**config.mk**
```make
export PLATFORM = sky130hd
export DESIGN_NAME = icount_thread_fetch_select
export DESIGN_NICKNAME = d
export VERILOG_FILES = /design/src/rtl/core/icfs_pkg.sv /design/src/rtl/core/icount_thread_fetch_select.sv /design/src/rtl/core/icfs_in_reg.sv /design/src/rtl/core/icfs_select.sv /design/src/rtl/core/icfs_out_reg.sv
export SDC_FILE = /design/constraint.sdc
export NUM_CORES = 1
export LEC_CHECK = 0
export BUFFER_PORTS_ARGS = -buffer_cell sky130_fd_sc_hd__buf_4
export CAP_MARGIN = 20
export CORE_AREA = 2 2 112 114
export DETAILED_ROUTE_END_ITERATION = 16
export DIE_AREA = 0 0 114 116
export GPL_TIMING_DRIVEN = 0
export REMOVE_ABC_BUFFERS = 1
export SLEW_MARGIN = 30
export SYNTH_ARGS = -nofsm -noshare
export SYNTH_HDL_FRONTEND = slang
export SYNTH_SLANG_ARGS = --single-unit
```
**constraint.sdc**
```tcl
create_clock -name clock -period 12.4 [get_ports clock]
set_input_delay 1.24 -clock clock [delete_from_list [all_inputs] [get_ports clock]]
set_output_delay 1.24 -clock clock [all_outputs]
set_load 0.005 [all_outputs]
```
**src/rtl/core/icfs_pkg.sv**
```systemverilog
package icfs_pkg;

   // Fixed widths of the stream fields.
   localparam int MASK_W   = 4;
   localparam int COUNTS_W = 32;
   localparam int THREAD_W = 2;

   // Upper ends of the parameter ranges and the defaults.
   localparam int MAX_THREADS      = 8;
   localparam int MAX_COUNT_BITS   = 8;
   localparam int DEF_THREADS      = 4;
   localparam int DEF_COUNT_BITS   = 8;
   localparam int COUNTS_EXT_W     = MAX_THREADS * MAX_COUNT_BITS;

   // Packed stream widths, rounded up to whole bytes.
   localparam int REQ_DATA_W = ((MASK_W + COUNTS_W + 7) / 8) * 8;
   localparam int RSP_DATA_W = ((1 + THREAD_W + 7) / 8) * 8;

   // Command codes.
   localparam logic CMD_EVALUATE = 1'b0;
   localparam logic CMD_COMMIT   = 1'b1;

   // One request item.
   typedef struct packed {
      logic                command;
      logic [MASK_W-1:0]   active_mask;
      logic [COUNTS_W-1:0] frontend_counts;
   } req_item_type;

   // One result item.
   typedef struct packed {
      logic                found;
      logic [THREAD_W-1:0] thread;
   } rsp_item_type;

endpackage

```
**src/rtl/core/icount_thread_fetch_select.sv**
```systemverilog
// Channel   Direction  Ports              Contents
// req       in         req_tvalid/tready  tuser: command; tdata: mask, counts
// rsp       out        rsp_tvalid/tready  tdata: found, thread
//
// Items pass the request and the result register; one item per cycle unless stalled.
// The selection is a chain of THREADS compares between the request register
// and the result register, and the pointer updates as the item moves on.
// Reset is synchronous and clears the pointer, the stored choice and both
// valid flags. A stalled result holds the request register; both stay full.
module icount_thread_fetch_select
   import icfs_pkg::*;
#(
   parameter int THREADS    = DEF_THREADS,
   parameter int COUNT_BITS = DEF_COUNT_BITS
)
(
   input  logic                  clock,
   input  logic                  reset,
   input  logic                  req_tvalid,
   output logic                  req_tready,
   input  logic [REQ_DATA_W-1:0] req_tdata,  // active_mask[3:0], frontend_counts[35:4], zero
   input  logic                  req_tuser,  // command
   output logic                  rsp_tvalid,
   input  logic                  rsp_tready,
   output logic [RSP_DATA_W-1:0] rsp_tdata   // found[0], thread[2:1], zero
);

   localparam int PTR_W = $clog2(THREADS);

   req_item_type     req_item;
   req_item_type     stage_item;
   rsp_item_type     sel_result;
   rsp_item_type     rsp_item;
   logic             stage_valid;
   logic             stage_ready;
   logic             advance;
   logic [PTR_W-1:0] choice;

   // Unpack the request transfer.
   assign req_item.command         = req_tuser;
   assign req_item.active_mask     = req_tdata[MASK_W-1:0];
   assign req_item.frontend_counts = req_tdata[MASK_W +: COUNTS_W];

   icfs_in_reg u_in_reg (
      .clock     (clock),
      .reset     (reset),
      .in_valid  (req_tvalid),
      .in_ready  (req_tready),
      .in_item   (req_item),
      .out_valid (stage_valid),
      .out_ready (stage_ready),
      .out_item  (stage_item)
   );

   assign advance = stage_valid && stage_ready;

   icfs_select #(
      .THREADS    (THREADS),
      .COUNT_BITS (COUNT_BITS)
   ) u_select (
      .clock   (clock),
      .reset   (reset),
      .advance (advance),
      .item    (stage_item),
      .result  (sel_result),
      .choice  (choice)
   );

   icfs_out_reg u_out_reg (
      .clock     (clock),
      .reset     (reset),
      .in_valid  (stage_valid),
      .in_ready  (stage_ready),
      .in_item   (sel_result),
      .out_valid (rsp_tvalid),
      .out_ready (rsp_tready),
      .out_item  (rsp_item)
   );

   // Pack the result transfer.
   assign rsp_tdata = {{(RSP_DATA_W - 1 - THREAD_W){1'b0}}, rsp_item.thread, rsp_item.found};

   // A request waiting on a stalled result stays in the register.
   a_stage_holds: assert property (@(posedge clock) disable iff (reset)
      stage_valid && !stage_ready |=> stage_valid)
      else $error("request register dropped an item while the result was stalled");

   // No active thread reports thread zero.
   a_none_zero: assert property (@(posedge clock) disable iff (reset)
      rsp_tvalid && !rsp_tdata[0] |-> rsp_tdata[2:1] == 2'b00)
      else $error("result without a thread carries a nonzero index");

   // A commit with an active thread reports the stored choice.
   a_commit_choice: assert property (@(posedge clock) disable iff (reset)
      advance && stage_item.command == CMD_COMMIT && sel_result.found
      |=> rsp_item.thread == $past(sel_result.thread) &&
          {2'b00, $past(choice)} == (PTR_W + 2)'(rsp_item.thread) || THREADS > 4)
      else $error("commit did not report the stored choice");

   // An evaluate with an active thread stores what it reports.
   a_eval_store: assert property (@(posedge clock) disable iff (reset)
      advance && stage_item.command == CMD_EVALUATE && sel_result.found
      |=> (PTR_W + 2)'(choice) == (PTR_W + 2)'(rsp_item.thread) || THREADS > 4)
      else $error("evaluate stored a different choice than it reported");

endmodule

```
**src/rtl/core/icfs_in_reg.sv**
```systemverilog
module icfs_in_reg
   import icfs_pkg::*;
(
   input  logic         clock,
   input  logic         reset,
   input  logic         in_valid,
   output logic         in_ready,
   input  req_item_type in_item,
   output logic         out_valid,
   input  logic         out_ready,
   output req_item_type out_item
);

   logic         valid_ff;
   logic         valid_in;
   req_item_type item_ff;

   // The register takes a new transfer when empty or when its item moves on.
   assign in_ready  = !valid_ff || out_ready;
   assign valid_in  = in_ready ? in_valid : valid_ff;
   assign out_valid = valid_ff;
   assign out_item  = item_ff;

   always_ff @(posedge clock) begin
      if (reset) begin
         valid_ff <= 1'b0;
      end else begin
         valid_ff <= valid_in;
      end
   end

   always_ff @(posedge clock) begin
      if (in_ready && in_valid) begin
         item_ff <= in_item;
      end
   end

endmodule

```
**src/rtl/core/icfs_select.sv**
```systemverilog
module icfs_select
   import icfs_pkg::*;
#(
   parameter int THREADS    = DEF_THREADS,
   parameter int COUNT_BITS = DEF_COUNT_BITS
)
(
   input  logic                       clock,
   input  logic                       reset,
   input  logic                       advance,
   input  req_item_type               item,
   output rsp_item_type               result,
   output logic [$clog2(THREADS)-1:0] choice
);

   localparam int PTR_W = $clog2(THREADS);
   localparam logic [PTR_W:0] THREADS_W = (PTR_W + 1)'(THREADS);
   localparam logic [PTR_W-1:0] LAST_THREAD = PTR_W'(THREADS - 1);

   logic [PTR_W-1:0]        rotate_ptr_ff;
   logic [PTR_W-1:0]        rotate_ptr_in;
   logic [PTR_W-1:0]        choice_ff;
   logic [PTR_W-1:0]        choice_in;
   logic [MAX_THREADS-1:0]  mask_ext;
   logic [THREADS-1:0]      mask_sel;
   logic [COUNTS_EXT_W-1:0] counts_ext;
   logic [COUNT_BITS-1:0]   count_of [THREADS];
   logic [PTR_W-1:0]        order_idx [THREADS];
   logic                    any_active;
   logic [PTR_W-1:0]        target;
   logic [COUNT_BITS-1:0]   best_count;
   logic [PTR_W+1:0]        report_wide;

   // Mask bits and counts beyond the input fields read as zero.
   assign mask_ext   = {{(MAX_THREADS - MASK_W){1'b0}}, item.active_mask};
   assign mask_sel   = mask_ext[THREADS-1:0];
   assign counts_ext = {{(COUNTS_EXT_W - COUNTS_W){1'b0}}, item.frontend_counts};

   for (genvar t = 0; t < THREADS; t++) begin : g_count
      assign count_of[t] = counts_ext[t*COUNT_BITS +: COUNT_BITS];
   end

   // Thread visited at each step of the rotation from the pointer.
   always_comb begin
      logic [PTR_W:0] sum;
      for (int k = 0; k < THREADS; k++) begin
         sum = {1'b0, rotate_ptr_ff} + (PTR_W + 1)'(k);
         if (sum >= THREADS_W) begin
            sum = sum - THREADS_W;
         end
         order_idx[k] = sum[PTR_W-1:0];
      end
   end

   // First active thread in rotation is the candidate; a strictly smaller
   // count later in rotation replaces it, so ties keep the earlier thread.
   always_comb begin
      any_active = 1'b0;
      target     = '0;
      best_count = '0;
      for (int k = 0; k < THREADS; k++) begin
         if (mask_sel[order_idx[k]]) begin
            if (!any_active || (count_of[order_idx[k]] < best_count)) begin
               target     = order_idx[k];
               best_count = count_of[order_idx[k]];
            end
            any_active = 1'b1;
         end
      end
   end

   // Result and state update for the item in the input register.
   always_comb begin
      rotate_ptr_in = rotate_ptr_ff;
      choice_in     = choice_ff;
      report_wide   = '0;
      result.found  = any_active;
      if (!any_active) begin
         if (item.command == CMD_COMMIT) begin
            rotate_ptr_in = (rotate_ptr_ff == LAST_THREAD) ? '0 : rotate_ptr_ff + 1'b1;
         end
      end else if (item.command == CMD_COMMIT) begin
         report_wide   = {2'b00, choice_ff};
         rotate_ptr_in = (choice_ff == LAST_THREAD) ? '0 : choice_ff + 1'b1;
      end else begin
         report_wide = {2'b00, target};
         choice_in   = target;
      end
      result.thread = report_wide[THREAD_W-1:0];
   end

   assign choice = choice_ff;

   always_ff @(posedge clock) begin
      if (reset) begin
         rotate_ptr_ff <= '0;
         choice_ff     <= '0;
      end else if (advance) begin
         rotate_ptr_ff <= rotate_ptr_in;
         choice_ff     <= choice_in;
      end
   end

endmodule

```
**src/rtl/core/icfs_out_reg.sv**
```systemverilog
module icfs_out_reg
   import icfs_pkg::*;
(
   input  logic         clock,
   input  logic         reset,
   input  logic         in_valid,
   output logic         in_ready,
   input  rsp_item_type in_item,
   output logic         out_valid,
   input  logic         out_ready,
   output rsp_item_type out_item
);

   logic         valid_ff;
   logic         valid_in;
   rsp_item_type item_ff;

   // A held result is replaced only once the consumer takes its transfer.
   assign in_ready  = !valid_ff || out_ready;
   assign valid_in  = in_ready ? in_valid : valid_ff;
   assign out_valid = valid_ff;
   assign out_item  = item_ff;

   always_ff @(posedge clock) begin
      if (reset) begin
         valid_ff <= 1'b0;
      end else begin
         valid_ff <= valid_in;
      end
   end

   always_ff @(posedge clock) begin
      if (in_ready && in_valid) begin
         item_ff <= in_item;
      end
   end

endmodule
```
==> metrics <==
status finished, final reports clean; clock sink count 46; Crit Path Category flop to flop; Synth cell types 51; drc violations 0; cells after synthesis 286; Die W 114 um; Top Ports 55; Comb pwr share 34.9%; post-synth top area share 34.3%; Sw Pwr 0.158 mW; share of layout cells above drive strength 1 28.7%; initial cell density of the core 29.4%; Hold/Removal Path Class flop to flop; TritonCTS clock tree built; DPL Wire Length 5530 um; GR Overflow Total 0; Flop pwr share 38.4%; WHS Path Cells 2; arrival time at the worst endpoint 8300 ps; CTS clk-pin slew, worst paths 60 ps; TritonCTS buffer count 5; commonest non-fill, non-tap cell in the layout buf_4; Mapped Avg Cell Area 12.2 um^2; pre-CTS setup slack 3620 ps; Clock Power Share 26.7%; Max Clk Rate 0.122 GHz; Final period util 66.2%; flops & latches, synth 46; Root Driver clkbuf_16; Peak VDD IR 56.9 uV; Period minus WS final 8210 ps; drt wl/cell 15.1 um; leakage power 1.53 nW; I/O Buffers 45; die area 13200 um^2; worst hold slack 516 ps; max-slew violations 0; clock buffer depth 2; Crit. End Element flop; Most used DFF post-synth edfxtp_1; FFs w/ async S/R, synth 0%; crit start category flop; Reg-to-Reg End u_out_reg.out_item[1]; Post-CTS Setup Inserts 0; synth warn 0; Critical Path RT 12490 ps; register area share after synthesis 37.7%; CTS H-tree lvls 2; Post-DRT Antenna Nets 0; Layout Area Growth over Synthesis 17.5%; number of nets in the layout 395; Net Sw Frac 31.9%; via count 2480; Worst Tran Pin Value 795 ps; first-pass GRT wire length 12000 um; WL final 7190 um; post-synth top area cell edfxtp_1; most frequent cells in the layout 45 x buf_4, 40 x edfxtp_1, 28 x mux4_2, 22 x ha_1; post-layout util 34.5%; met1 usage 14.3%; r2r setup slk 4190 ps; dominant cells by area after synthesis edfxtp_1 34%, mux4_2 18%, ha_1 8.2%, mux2i_1 5.1%, dfxtp_1 3.4%; Max transition margin 46.6%; met2 global-route usage 20.5%; Most Crowded Layer GR met2; max-cap violations 0; hold endpoint u_select.choice[1]; critical register-to-register path startpoint u_select.rotate_ptr_ff[0]; Fin. Hold Viols 0; worst r2r path cells 24; Row Count 40; PostCTS Resize Cnt 0; skew final 5.33 ps; fin worst setup slack 4190 ps; met3 Use GR 2.62%; setup tns final 0 ps; Clock Latency Late Sink 300 ps; internal power 0.337 mW; die height 116 um; crit path max fanout 43; RSZ-0062 raised after global routing no; hold bufs inserted after CTS 0; Iteration-0 DRC Markers 141; Post-synth EDFFs 40; gr usage total 11.8%; setup violators final 0; drt via density 5.22; hold_sp u_select.choice[1]; initial antenna violation count 0; Post-Syn Area 3500 um^2; antenna cells 0; largest net degree at the start of global routing 44; RD Place Congestion 0.780; CORE AREA 11900 um^2; PwrDens 120 nW/um^2; number of global-route vias before repair 2412; drt first pass iters 4
## per-stage QoR
| step | area (um^2) | power (mW) | instances |
|---|---|---|---|
| 2_1_floorplan | 3410 | 0.317 | 273 |
| 3_3_place_gp | 3930 | 0.362 | 465 |
| 3_5_place_dp | 3960 | 0.366 | 466 |
| 4_1_cts | 4110 | 0.502 | 474 |
| 5_1_grt | 4110 | 0.531 | 475 |
| 6_report | 4110 | 0.495 | 475 |
## worst max-delay path, stage by stage (launching register included)
cell	delay, ps
dfxtp_4	770
ha_2	670
mux4_2	590
ha_1	340
and4_1	300
o21a_1	180
a311oi_1	130
o21ai_2	540
mux2i_1	300
ha_1	270
a211oi_1	310
nor2b_1	280
a21boi_0	300
o211ai_1	240
buf_2	250
nand2_1	70
o21ai_0	80
ha_1	300
and4_1	250
o221ai_1	170
a32oi_1	300
o2111ai_1	210
and3_4	220
or4_4	530
a311oi_1	340
## area by class of cell
| class | instances | area [um^2] |
|---|---|---|
| Clock buffer | 6 | 129 |
| Timing Repair Buffer | 47 | 370 |
| Tap cell | 147 | 184 |
| Fill cell | 1188 | 7800 |
| Inverter | 15 | 56.3 |
| Multi-Input combinational cell | 212 | 2030 |
| Sequential cell | 46 | 1330 |
| Clock inverter | 2 | 13.8 |
## cells by family after synthesis
kind of cell             after synthesis  share of synthesized area, %
other                                  1                         0.107
multiplexers                          50                          25.3
flip-flops                            46                          37.7
adder cells (fa/ha/maj)               23                          8.22
AND/OR/NAND/NOR                       67                          10.0
AO/OA/AOI/OAI                         67                          13.9
buffers and inverters                 32                          4.72
## layer usage
| metal | wire length [um] | up-vias |
|---|---|---|
| met3 | 281 | 10 |
| met1 | 3230 | 1190 |
| li1 | - | 1230 |
| met4 | 139 | 0 |
| met5 | 0 | - |
| met2 | 3540 | 50 |
## power by group through the flow
stage	Combinational, mW	Clock (mW)	Sequential, mW
3_3_place_gp	0.168	0	0.193
5_1_grt	0.195	0.144	0.192
6_report	0.173	0.132	0.190
2_1_floorplan	0.126	0	0.191
3_5_place_dp	0.172	0	0.194
4_1_cts	0.173	0.138	0.191
## state kept, by name, indices dropped and copies added, names as in the netlist
| name | count |
|---|---|
| u_in_reg.out_item | 37 |
| u_out_reg.out_item | 3 |
| u_out_reg.out_valid | 1 |
| u_select.rotate_ptr_ff | 2 |
| u_select.choice | 2 |
| u_in_reg.out_valid | 1 |
## synthesized netlist by cell type (all sizes together) (2+ instances only)
cell	count
a2111oi	2
o2111ai	3
nor3	4
inv	15
a311oi	5
a21o	2
edfxtp	40
mux2i	18
nand3	2
dfxtp	6
and2	5
o211a	3
nand2	18
and4	4
a21oi	9
nand2b	5
nor2b	4
mux4	30
o21ai	16
a211oi	3
mux2	2
buf	13
ha	23
a211o	5
nor2	16
o211ai	4
and3	4
clkbuf	4
o21a	5
## worst max path at each step
| stage | start | end | slack (ps) | depth (start not counted) |
|---|---|---|---|---|
| 2_1_floorplan | u_select.rotate_ptr_ff[0] | u_out_reg.out_item[1] | 4270 | 22 |
| 3_3_place_gp | u_select.rotate_ptr_ff[0] | u_out_reg.out_item[1] | 2670 | 22 |
| 3_5_place_dp | u_select.rotate_ptr_ff[0] | u_out_reg.out_item[1] | 3620 | 22 |
| 4_1_cts | u_select.rotate_ptr_ff[0] | u_out_reg.out_item[1] | 3570 | 22 |
| 5_1_grt | u_select.rotate_ptr_ff[0] | u_out_reg.out_item[1] | 3590 | 24 |
| 6_report | u_select.rotate_ptr_ff[0] | u_out_reg.out_item[1] | 4190 | 24 |
Power figures use the tool's default switching activity.
